## config.mk

```make
export PLATFORM = sky130hd
export DESIGN_NAME = mlptw_frame_mod
export DESIGN_NICKNAME = d
export VERILOG_FILES = /design/src/hdl/mlptw_pkg.sv /design/src/hdl/mlptw_frame_mod.sv
export SDC_FILE = /design/constraint.sdc
export NUM_CORES = 1
export LEC_CHECK = 0
export ABC_AREA = 1
export BUFFER_PORTS_ARGS = -buffer_cell sky130_fd_sc_hd__buf_2
export CELL_PAD_IN_SITES_DETAIL_PLACEMENT = 1
export CELL_PAD_IN_SITES_GLOBAL_PLACEMENT = 1
export CORE_ASPECT_RATIO = 1.25
export CORE_MARGIN = 2
export CORE_UTILIZATION = 20
export DETAILED_ROUTE_END_ITERATION = 16
export HOLD_SLACK_MARGIN = 0.02
export PLACE_DENSITY_LB_ADDON = 0.1
export REMOVE_ABC_BUFFERS = 1
export SLEW_MARGIN = 40
export SYNTH_ARGS = -nofsm -noshare
export SYNTH_HDL_FRONTEND = slang
export SYNTH_SLANG_ARGS = --single-unit
```

## constraint.sdc

```tcl
create_clock -name clk -period 2.2 [get_ports clk]
set_input_delay 0.22 -clock clk [delete_from_list [all_inputs] [get_ports clk]]
set_output_delay 0.22 -clock clk [all_outputs]
set_load 0.03 [all_outputs]
```

## src/hdl/mlptw_pkg.sv

```systemverilog
// Shared types, codes and the sequencer's control store for the page table walker.
package mlptw_pkg;

	localparam int CMD_W     = 2;
	localparam int VPN_W     = 45;
	localparam int PPN_W     = 52;
	localparam int CFG_W     = 6;
	localparam int CFG_IDX_W = 1;
	localparam int UPC_W     = 4;
	// Width of the slices that a link value is folded into before frame reduction.
	localparam int CHUNK_W   = 13;

	// Command codes.
	localparam logic [CMD_W-1:0] CMD_QUERY = 2'd0;
	localparam logic [CMD_W-1:0] CMD_MAP   = 2'd1;
	localparam logic [CMD_W-1:0] CMD_UNMAP = 2'd2;

	// Configuration register indexes.
	localparam logic [CFG_IDX_W-1:0] CFG_ROOT_FRAME = 1'b0;
	localparam logic [CFG_IDX_W-1:0] CFG_FIRST_FREE = 1'b1;

	typedef struct packed {
		logic [CMD_W-1:0] command;
		logic [VPN_W-1:0] virt_page;
		logic [PPN_W-1:0] phys_page;
	} req_t;

	typedef struct packed {
		logic [PPN_W-1:0] mapped_page;
		logic             hit;
		logic             status;
	} rsp_t;

	typedef struct packed {
		logic             valid;
		logic [PPN_W-1:0] payload;
	} entry_t;

	typedef enum logic [3:0] {
		UOP_CLR_INIT,
		UOP_CLEAR,
		UOP_NEXT_FRAME,
		UOP_IDLE,
		UOP_REDUCE,
		UOP_READ,
		UOP_FOLLOW,
		UOP_NOP,
		UOP_DESCEND,
		UOP_ALLOC,
		UOP_LINK,
		UOP_LEAF,
		UOP_FINISH
	} uop_t;

	typedef enum logic [3:0] {
		COND_NEVER,
		COND_ALWAYS,
		COND_NO_START,
		COND_SWEEP_MORE,
		COND_FRAME_MORE,
		COND_RED_BUSY,
		COND_FAST,
		COND_LEVEL_ZERO,
		COND_RD_VALID,
		COND_NOT_MAP,
		COND_ALLOC_FAIL
	} cond_t;

	typedef logic [UPC_W-1:0] upc_t;

	// Step addresses of the control program.
	localparam upc_t PC_CLR_INIT  = 4'd0;
	localparam upc_t PC_CLR_LOOP  = 4'd1;
	localparam upc_t PC_CLR_NEXT  = 4'd2;
	localparam upc_t PC_IDLE      = 4'd3;
	localparam upc_t PC_REDUCE    = 4'd4;
	localparam upc_t PC_READ      = 4'd5;
	localparam upc_t PC_STEP      = 4'd6;
	localparam upc_t PC_CHK_LEAF  = 4'd7;
	localparam upc_t PC_DESCEND   = 4'd8;
	localparam upc_t PC_MISS      = 4'd9;
	localparam upc_t PC_ALLOC     = 4'd10;
	localparam upc_t PC_CLR_FRESH = 4'd11;
	localparam upc_t PC_LINK      = 4'd12;
	localparam upc_t PC_LEAF      = 4'd13;
	localparam upc_t PC_FINISH    = 4'd14;

	typedef struct packed {
		uop_t  op;
		cond_t cond;
		upc_t  target;
	} uword_t;

	// When the condition holds the sequencer jumps to target, otherwise it steps on.
	function automatic uword_t ucode_rom(upc_t pc);
		uword_t w;
		case (pc)
			PC_CLR_INIT:  w = '{op: UOP_CLR_INIT,   cond: COND_NEVER,      target: PC_CLR_LOOP};
			PC_CLR_LOOP:  w = '{op: UOP_CLEAR,      cond: COND_SWEEP_MORE, target: PC_CLR_LOOP};
			PC_CLR_NEXT:  w = '{op: UOP_NEXT_FRAME, cond: COND_FRAME_MORE, target: PC_CLR_LOOP};
			PC_IDLE:      w = '{op: UOP_IDLE,       cond: COND_NO_START,   target: PC_IDLE};
			PC_REDUCE:    w = '{op: UOP_REDUCE,     cond: COND_RED_BUSY,   target: PC_REDUCE};
			PC_READ:      w = '{op: UOP_READ,       cond: COND_NEVER,      target: PC_STEP};
			PC_STEP:      w = '{op: UOP_FOLLOW,     cond: COND_FAST,       target: PC_READ};
			PC_CHK_LEAF:  w = '{op: UOP_NOP,        cond: COND_LEVEL_ZERO, target: PC_LEAF};
			PC_DESCEND:   w = '{op: UOP_DESCEND,    cond: COND_RD_VALID,   target: PC_REDUCE};
			PC_MISS:      w = '{op: UOP_NOP,        cond: COND_NOT_MAP,    target: PC_FINISH};
			PC_ALLOC:     w = '{op: UOP_ALLOC,      cond: COND_ALLOC_FAIL, target: PC_FINISH};
			PC_CLR_FRESH: w = '{op: UOP_CLEAR,      cond: COND_SWEEP_MORE, target: PC_CLR_FRESH};
			PC_LINK:      w = '{op: UOP_LINK,       cond: COND_ALWAYS,     target: PC_READ};
			PC_LEAF:      w = '{op: UOP_LEAF,       cond: COND_ALWAYS,     target: PC_IDLE};
			PC_FINISH:    w = '{op: UOP_FINISH,     cond: COND_ALWAYS,     target: PC_IDLE};
			default:      w = '{op: UOP_NOP,        cond: COND_ALWAYS,     target: PC_IDLE};
		endcase
		return w;
	endfunction

endpackage

```

## src/hdl/mlptw_frame_mod.sv

```systemverilog
// Reduces a stored link or root value to a frame number modulo the frame count.
module mlptw_frame_mod import mlptw_pkg::*; #(
	parameter int NUM_FRAMES = 64
) (
	input  logic                          clk,
	input  logic                          arst_n,
	input  logic                          en,
	input  logic [PPN_W-1:0]              value,
	output logic                          done,
	output logic [$clog2(NUM_FRAMES)-1:0] frame
);

	localparam int FRAME_W = $clog2(NUM_FRAMES);
	localparam int CHUNKS  = PPN_W / CHUNK_W;
	localparam int SUM_W   = CHUNK_W + FRAME_W + $clog2(CHUNKS);
	localparam int SHIFT   = SUM_W + FRAME_W;
	localparam int RECIP_W = SUM_W + 1;
	localparam int PROD_W  = SUM_W + RECIP_W;
	localparam longint RECIP = ((longint'(1) << SHIFT) + NUM_FRAMES - 1) / NUM_FRAMES;

	// Residue of 2^(CHUNK_W*i) modulo the frame count.
	function automatic longint chunk_weight(input int i);
		longint w;
		w = 1;
		for (int k = 0; k < i * CHUNK_W; k++) begin
			w = (w * 2) % NUM_FRAMES;
		end
		return w;
	endfunction

	logic             sum_ok_q;
	logic             quo_ok_q;
	logic [SUM_W-1:0] sum_q;
	logic [SUM_W-1:0] quo_q;
	logic [SUM_W-1:0] term [CHUNKS];
	logic [SUM_W-1:0] fold;
	logic [PROD_W-1:0] prod;
	logic [SUM_W-1:0] rem;
	logic             in_range;

	assign in_range = value < PPN_W'(NUM_FRAMES);

	// Each slice is weighted by its residue, so the sum is congruent to the value.
	for (genvar g = 0; g < CHUNKS; g++) begin : g_fold
		localparam logic [FRAME_W-1:0] WEIGHT = FRAME_W'(chunk_weight(g));
		assign term[g] = SUM_W'(value[g*CHUNK_W +: CHUNK_W]) * SUM_W'(WEIGHT);
	end

	always_comb begin
		fold = '0;
		for (int j = 0; j < CHUNKS; j++) begin
			fold = fold + term[j];
		end
	end

	// Quotient by reciprocal multiplication, exact for every sum below 2^SUM_W.
	assign prod = PROD_W'(sum_q) * PROD_W'(RECIP);
	assign rem  = sum_q - quo_q * SUM_W'(NUM_FRAMES);

	assign done  = en && (quo_ok_q || (!sum_ok_q && in_range));
	assign frame = quo_ok_q ? FRAME_W'(rem) : FRAME_W'(value);

	always_ff @(posedge clk or negedge arst_n) begin
		if (!arst_n) begin
			sum_ok_q <= 1'b0;
			quo_ok_q <= 1'b0;
		end else if (en) begin
			sum_ok_q <= !sum_ok_q && !quo_ok_q && !in_range;
			quo_ok_q <= sum_ok_q;
		end
	end

	always_ff @(posedge clk) begin
		if (en && !sum_ok_q && !quo_ok_q) begin
			sum_q <= fold;
		end
		if (en && sum_ok_q) begin
			quo_q <= SUM_W'(prod >> SHIFT);
		end
	end

endmodule

```

==> PnR_summary.wiki, run 1 <==
{| class="wikitable"
! Metric !! Value
|-
| # Max-Cap Violations || 0
|-
| Final total negative setup slack || 0 ns
|-
| Final setup fails || 0
|-
| Area share of the largest cell type after synthesis || 34.7%
|-
| Post-synthesis register bit count || 8
|-
| Max-slew violation count || 0
|-
| Slew at the pin closest to its max-slew limit || 0.528 ns
|-
| Worst setup path category || reg -> out
|-
| CTS clock-pin slew for the worst setup and hold paths || 0.06 ns
|-
| Largest clock skew in the final design || 0.00967 ns
|-
| Antenna cell count || 0
|-
| Main flop type after synthesis || edfxtp_1
|-
| Final estimated routing congestion in global placement || 0.628
|-
| Biggest area contributors in the synthesized netlist || edfxtp_1 (35%), nand2_1 (24%), nor2_1 (20%), dfrtp_1 (9.6%), nand4_1 (2.4%)
|-
| Worst r2r path cells || 1
|-
| Distinct cell type count after synthesis || 13
|-
| Wire length after detailed routing || 1660 um
|-
| Top cell type by total area after synthesis || edfxtp_1
|-
| Initial standard-cell utilization of the core || 21.2%
|-
| Share of power burned in the clock network || 24.4%
|-
| Count of buffers added by post-CTS timing repair for setup || 0
|-
| Endpoint of the worst register-to-register path || sum_q[5]
|-
| Overall die area || 0.00302 mm2
|-
| Final hold violation count || 0
|-
| Worst Hold Slack || 0.157 ns
|-
| Most frequent cell on the critical path || nand2_1
|-
| DRC violation count after routing || 0
|-
| End-of-flow core utilization || 36.6%
|-
| CTS H-tree depth || 1
|-
| Arr. time, crit path || 1.21 ns
|-
| Min Clock Period, post-route || 1.43 ns
|-
| Post-synthesis instance total || 79
|-
| Hold Path Stages || 1
|-
| # nets final || 200
|-
| Total Power Consumption || 0.491 mW
|-
| Number of warnings printed during yosys synthesis || 0
|-
| Critical-path top delay cell || dfrtp_1
|-
| Count of vias placed by the detailed router || 720
|-
| Setup repair after global routing missed its margin || false
|-
| Hold Startpoint || value[2]
|-
| Worst-Skew Late Latency || 0.25 ns
|-
| Cell at the root of the clock tree || clkbuf_4
|-
| Register area share after synthesis || 44.3%
|-
| CTS Sinks || 8
|-
| Worst path depth || 4
|-
| TritonCTS buffer count || 3
|-
| Worst reg2reg setup slack || 0.84 ns
|-
| First-pass detailed-route iteration total || 4
|-
| Outcome || finished, final reports clean
|-
| Worst min-delay path class || in -> reg
|-
| Fraction of the cycle the final worst path needs || 65.1%
|-
| Most numerous cell in the Yosys netlist || nand2_1
|-
| CORE AREA || 0.00245 mm2
|-
| Number of enable-type register cells in the synthesized netlist || 6
|-
| Initial antenna violation count || 0
|-
| Post-detail-place hpwl || 1510 um
|-
| Capture endpoint of the worst hold path || sum_q[2]
|-
| Per-instance average area after synthesis || 6.57 um2
|-
| Cell area after technology mapping || 519 um2
|-
| Count of port buffers added during placement || 61
|-
| Via count of the first global-routing pass || 706
|-
| Power density cells || 548 mW/mm2
|-
| Fraction of synthesis flops using an asynchronous set or reset pin || 25.0%
|-
| Maximum number of buffers from clock root to sink || 2
|-
| Net switching power figure || 0.169 mW
|-
| Maximum resistive drop on vdd || 0.162 mV
|-
| Peak clock frequency supported by timing || 699 MHz
|-
| P_int || 0.322 mW
|-
| Width of the chip || 49.6 um
|-
| CP delay by family, top || flip-flops
|-
| Placement row count || 20
|-
| Layout-stage area growth over the synthesis result || 72.8%
|-
| Setup slack of the critical path after layout || 0.769 ns
|-
| Post-route cell area || 897 um2
|-
| Worst stage delay on the critical path || 0.48 ns
|-
| Mean routed wirelength per cell || 9.40 um
|-
| Leakage dissipation || 0.480 nW
|-
| Fraction of final layout cells sized beyond drive strength 1 || 47.2%
|-
| Endpoint kind of the worst setup timing path || primary output
|-
| Required time of the critical path || 1.98 ns
|-
| Crit-path cells || inv_2, nand2_1, nand2_1, buf_2
|-
| Remaining antenna violation count || 0
|-
| Max-Slew Margin vs Limit || 64.6%
|-
| Number of standard cells in the final layout excluding fillers || 177
|-
| Global-route wire length before repair || 2750 um
|-
| Number of buffers added to fix hold violations after cts || 1
|-
| CP Launch Type || flop
|-
| Place WS || 0.801 ns
|-
| Buffers & Inverters on Critical Path || 2
|-
| Total gr overflow || 0
|-
| Top post-synthesis cells by count || nand2_1 (33), nor2_1 (27), edfxtp_1 (6)
|-
| Vert. Die Dim || 61.0 um
|-
| Top-Level Pins || 62
|-
| Number of filler cells placed in the layout || 346
|-
| CP max FO || 9
|-
| Routed via count divided by cell count || 4.07
|-
| DP Area || 861 um2
|-
| Placed cell count || 172
|-
| Launching point of the worst reg2reg path || quo_ok_q
|-
| Maximum number of pins on one net before global-route repair || 10
|-
| Share of total power in sequential cells || 40.2%
|-
| Global Route Usage Sum || 12.0%
|-
| Combinational Power Share || 35.4%
|-
| Switching power as a share of total power || 34.4%
|-
| Initial DRC Count || 9
|-
| Number of instances resized during post-cts repair || 0
|-
| TritonCTS clock tree || built
|}
## state kept, by name (all words and copies together), names as in the netlist
signal	cells
sum_q	6
sum_ok_q	1
quo_ok_q	1
## how the worst max path moves through the flow
| stage | from | endpoint | slack, ns |
|---|---|---|---|
| after floorplan | quo_ok_q | sum_q[0] | 0.99 |
| after global placement | quo_ok_q | sum_q[3] | 0.84 |
| after detailed placement | quo_ok_q | sum_q[2] | 0.80 |
| after CTS | quo_ok_q | frame[2] | 0.73 |
| after global routing | quo_ok_q | frame[1] | 0.65 |
| final | quo_ok_q | frame[2] | 0.77 |
## cell usage in the layout (no fill, tap or decap)
cell type / synthesis / routed
buf_2: 1 / 61
clkbuf_4: 0 / 3
or2_1: 1 / 1
dlygate4sd3_1: 0 / 1
a21oi_1: 1 / 1
nand4_1: 2 / 2
nand2_1: 33 / 33
edfxtp_1: 6 / 6
inv_1: 1 / 1
clkbuf_1: 0 / 1
nor2_2: 2 / 2
nand3_1: 1 / 1
dfrtp_1: 2 / 2
nor3_2: 1 / 1
nor2_1: 27 / 27
inv_2: 1 / 1
## kinds of logic (layout without fill, tap and decap cells)
logic type,after synthesis,in the layout,share of synthesized area (%)
buf+inv,3,68,2.41
flops,8,8,44.3
compound gates,1,1,0.963
simple gates,67,67,52.3
## cell type report
type                            instances  area [um2]  area share (%)
Sequential cell                         8         230            25.7
Inverter                                2        7.51           0.837
Multi-Input combinational cell         68         277            30.8
Tap cell                               33        41.3            4.60
Timing Repair Buffer                   62         315            35.1
Clock buffer                            4        26.3            2.93
## power groups by stage
stage	Combinational [mW]	Sequential [mW]	Clock, mW
2_1_floorplan	0.0968	0.197	0
3_3_place_gp	0.172	0.200	0
3_5_place_dp	0.177	0.201	0
4_1_cts	0.178	0.198	0.127
5_1_grt	0.194	0.201	0.134
6_report	0.174	0.197	0.120
## per-layer routing
| layer | up-vias | track usage [%] | wire (um) |
|---|---|---|---|
| li1 | 378 | - | - |
| met1 | 305 | 11.9 | 580 |
| met2 | 35 | 22.9 | 930 |
| met3 | 2 | 2.96 | 135 |
| met4 | 0 | 7.14 | 19 |
| met5 | - | 0 | 0 |
(Power assumes the default switching activity.)
==> run 2, diff against run 1 <==
Settings changed: CORE_UTILIZATION 20 to 19.
Clock period 2.2 ns to 1.45 ns, I/O delays scaled along.
==> PnR_summary.wiki, run 2 (same netlist as run 1, synthesis figures left out) <==
{| class="wikitable"
! Metric !! Value
|-
| Remaining antenna violation count || 0
|-
| Leakage dissipation || 0.488 nW
|-
| CP max FO || 9
|-
| Via count of the first global-routing pass || 819
|-
| Share of power burned in the clock network || 22.9%
|-
| CTS H-tree depth || 1
|-
| Global-route wire length before repair || 3080 um
|-
| Endpoint kind of the worst setup timing path || primary output
|-
| Cell at the root of the clock tree || clkbuf_4
|-
| Setup repair after global routing missed its margin || false
|-
| Vert. Die Dim || 62.4 um
|-
| Registers with the most flip-flops || sum_q (6), quo_ok_q (1), sum_ok_q (1)
|-
| Max FFs per register || 6
|-
| Mean routed wirelength per cell || 9.05 um
|-
| Count of port buffers added during placement || 61
|-
| Fraction of final layout cells sized beyond drive strength 1 || 49.0%
|-
| Final setup fails || 0
|-
| TritonCTS buffer count || 3
|-
| Final estimated routing congestion in global placement || 0.706
|-
| Place WS || 0.225 ns
|-
| CORE AREA || 0.00263 mm2
|-
| Combinational Power Share || 36.5%
|-
| Overall die area || 0.00317 mm2
|-
| CP Launch Type || flop
|-
| Leading cell types in the layout, fill and taps excluded || buf_2 (61), nand2_1 (33), nor2_1 (27), edfxtp_1 (6), clkbuf_4 (3)
|-
| Post-route cell area || 911 um2
|-
| Antenna cell count || 0
|-
| CTS Sinks || 8
|-
| Initial DRC Count || 6
|-
| Maximum resistive drop on vdd || 0.239 mV
|-
| Number of standard cells in the final layout excluding fillers || 179
|-
| Initial standard-cell utilization of the core || 19.8%
|-
| First-pass detailed-route iteration total || 2
|-
| Setup slack of the critical path after layout || 0.133 ns
|-
| Width of the chip || 50.8 um
|-
| P_int || 0.489 mW
|-
| Total gr overflow || 0
|-
| Required time of the critical path || 1.31 ns
|-
| Worst-Skew Late Latency || 0.26 ns
|-
| DRC violation count after routing || 0
|-
| Share of total power in sequential cells || 40.6%
|-
| Layout-stage area growth over the synthesis result || 75.4%
|-
| Switching power as a share of total power || 34.3%
|-
| Routed via count divided by cell count || 4.13
|-
| Register ranked first by flip-flop count || sum_q
|-
| Number of filler cells placed in the layout || 363
|-
| Wire length after detailed routing || 1620 um
|-
| Post-detail-place hpwl || 1490 um
|-
| Placed cell count || 175
|-
| Maximum number of pins on one net before global-route repair || 10
|-
| CTS clock-pin slew for the worst setup and hold paths || 0.05 ns
|-
| Worst setup path category || reg -> out
|-
| Maximum number of buffers from clock root to sink || 2
|-
| # Max-Cap Violations || 0
|-
| Commonest non-fill, non-tap cell in the layout || buf_2
|-
| Largest clock skew in the final design || 0.000589 ns
|-
| Placement row count || 21
|-
| # nets final || 202
|-
| Arr. time, crit path || 1.17 ns
|-
| DP Area || 877 um2
|-
| Power density cells || 817 mW/mm2
|-
| Min Clock Period, post-route || 1.32 ns
|-
| Global Route Usage Sum || 12.5%
|-
| Outcome || finished, final reports clean
|-
| Worst min-delay path class || in -> reg
|-
| Net switching power figure || 0.255 mW
|-
| Initial antenna violation count || 0
|-
| Fraction of the cycle the final worst path needs || 90.9%
|-
| Count of vias placed by the detailed router || 740
|-
| Max-Slew Margin vs Limit || 85.8%
|-
| Max-slew violation count || 0
|-
| Top-Level Pins || 62
|-
| Count of buffers added by post-CTS timing repair for setup || 0
|-
| TritonCTS clock tree || built
|-
| Final hold violation count || 0
|-
| Slew at the pin closest to its max-slew limit || 0.212 ns
|-
| Peak clock frequency supported by timing || 759 MHz
|-
| Final total negative setup slack || 0 ns
|}
[run 2: cell types whose count changed in the layout (fill, tap and decap cells not counted)]
cell,before,now
dfrtp_2,0,1
clkbuf_1,1,0
buf_4,0,2
dfrtp_1,2,1
[run 2: per-layer routing]
metal  share of wire [%]  global-route usage, %  vias to the layer above
met5                   0                      0                        -
met4                 3.5                   9.12                        0
met3                 6.9                   1.67                        5
met2                  54                   21.9                       34
met1                  36                   13.3                      321
li1                    -                      -                      380
[run 2: through the flow]
step / hold WS [ns] / utilization, % / power (mW)
after floorplan: -0.151 / - / 0.445
after global placement: -0.0661 / 33.4 / 0.575
after detailed placement: -0.0636 / 33.4 / 0.580
after CTS: 0.0745 / 34.6 / 0.757
after global routing: 0.0637 / 34.7 / 0.808
final: 0.0787 / 34.7 / 0.744
[run 2: worst paths after layout]
| path | from | to | slack (ns) | cells past startpoint |
|---|---|---|---|---|
| setup / recovery | quo_ok_q | frame[5] | 0.13 | 4 |
| hold / removal | value[4] | sum_q[4] | 0.08 | 1 |
| setup reg to reg | quo_ok_q | sum_q[3] | 0.27 | 2 |
| hold reg to reg | sum_ok_q | sum_ok_q | 0.53 | 2 |
| max in group asynchronous | arst_n | quo_ok_q | 1.13 | 2 |
| min in group asynchronous | arst_n | quo_ok_q | 0.21 | 2 |
[run 2: layout make-up]
type                            count  area (um2)  share of cell area (%)
Timing Repair Buffer               64         330                    36.3
Multi-Input combinational cell     68         277                    30.4
Sequential cell                     8         231                    25.4
Tap cell                           34        42.5                    4.67
Clock buffer                        3        22.5                    2.47
Inverter                            2        7.51                   0.824
[run 2: critical path: stages, from the launching register on]
cell and delay [ns]:
dfrtp_2 0.47, inv_2 0.14, nand2_1 0.07, nand2_1 0.05, buf_2 0.18
[run 2: timing repair]
action,CTS,global route
gates resized for setup,0,1
endpoints found under the hold margin,2,0
setup endpoints to repair,0,6
hold buffers,1,0
[run 2: power groups by stage]
stage | sequential (mW) | combinational, mW | clock [mW]
detailed placement | 0.305 | 0.275 | 0
finish | 0.302 | 0.272 | 0.170
floorplan | 0.299 | 0.147 | 0
global placement | 0.304 | 0.271 | 0
CTS | 0.301 | 0.278 | 0.178
global route | 0.307 | 0.307 | 0.194
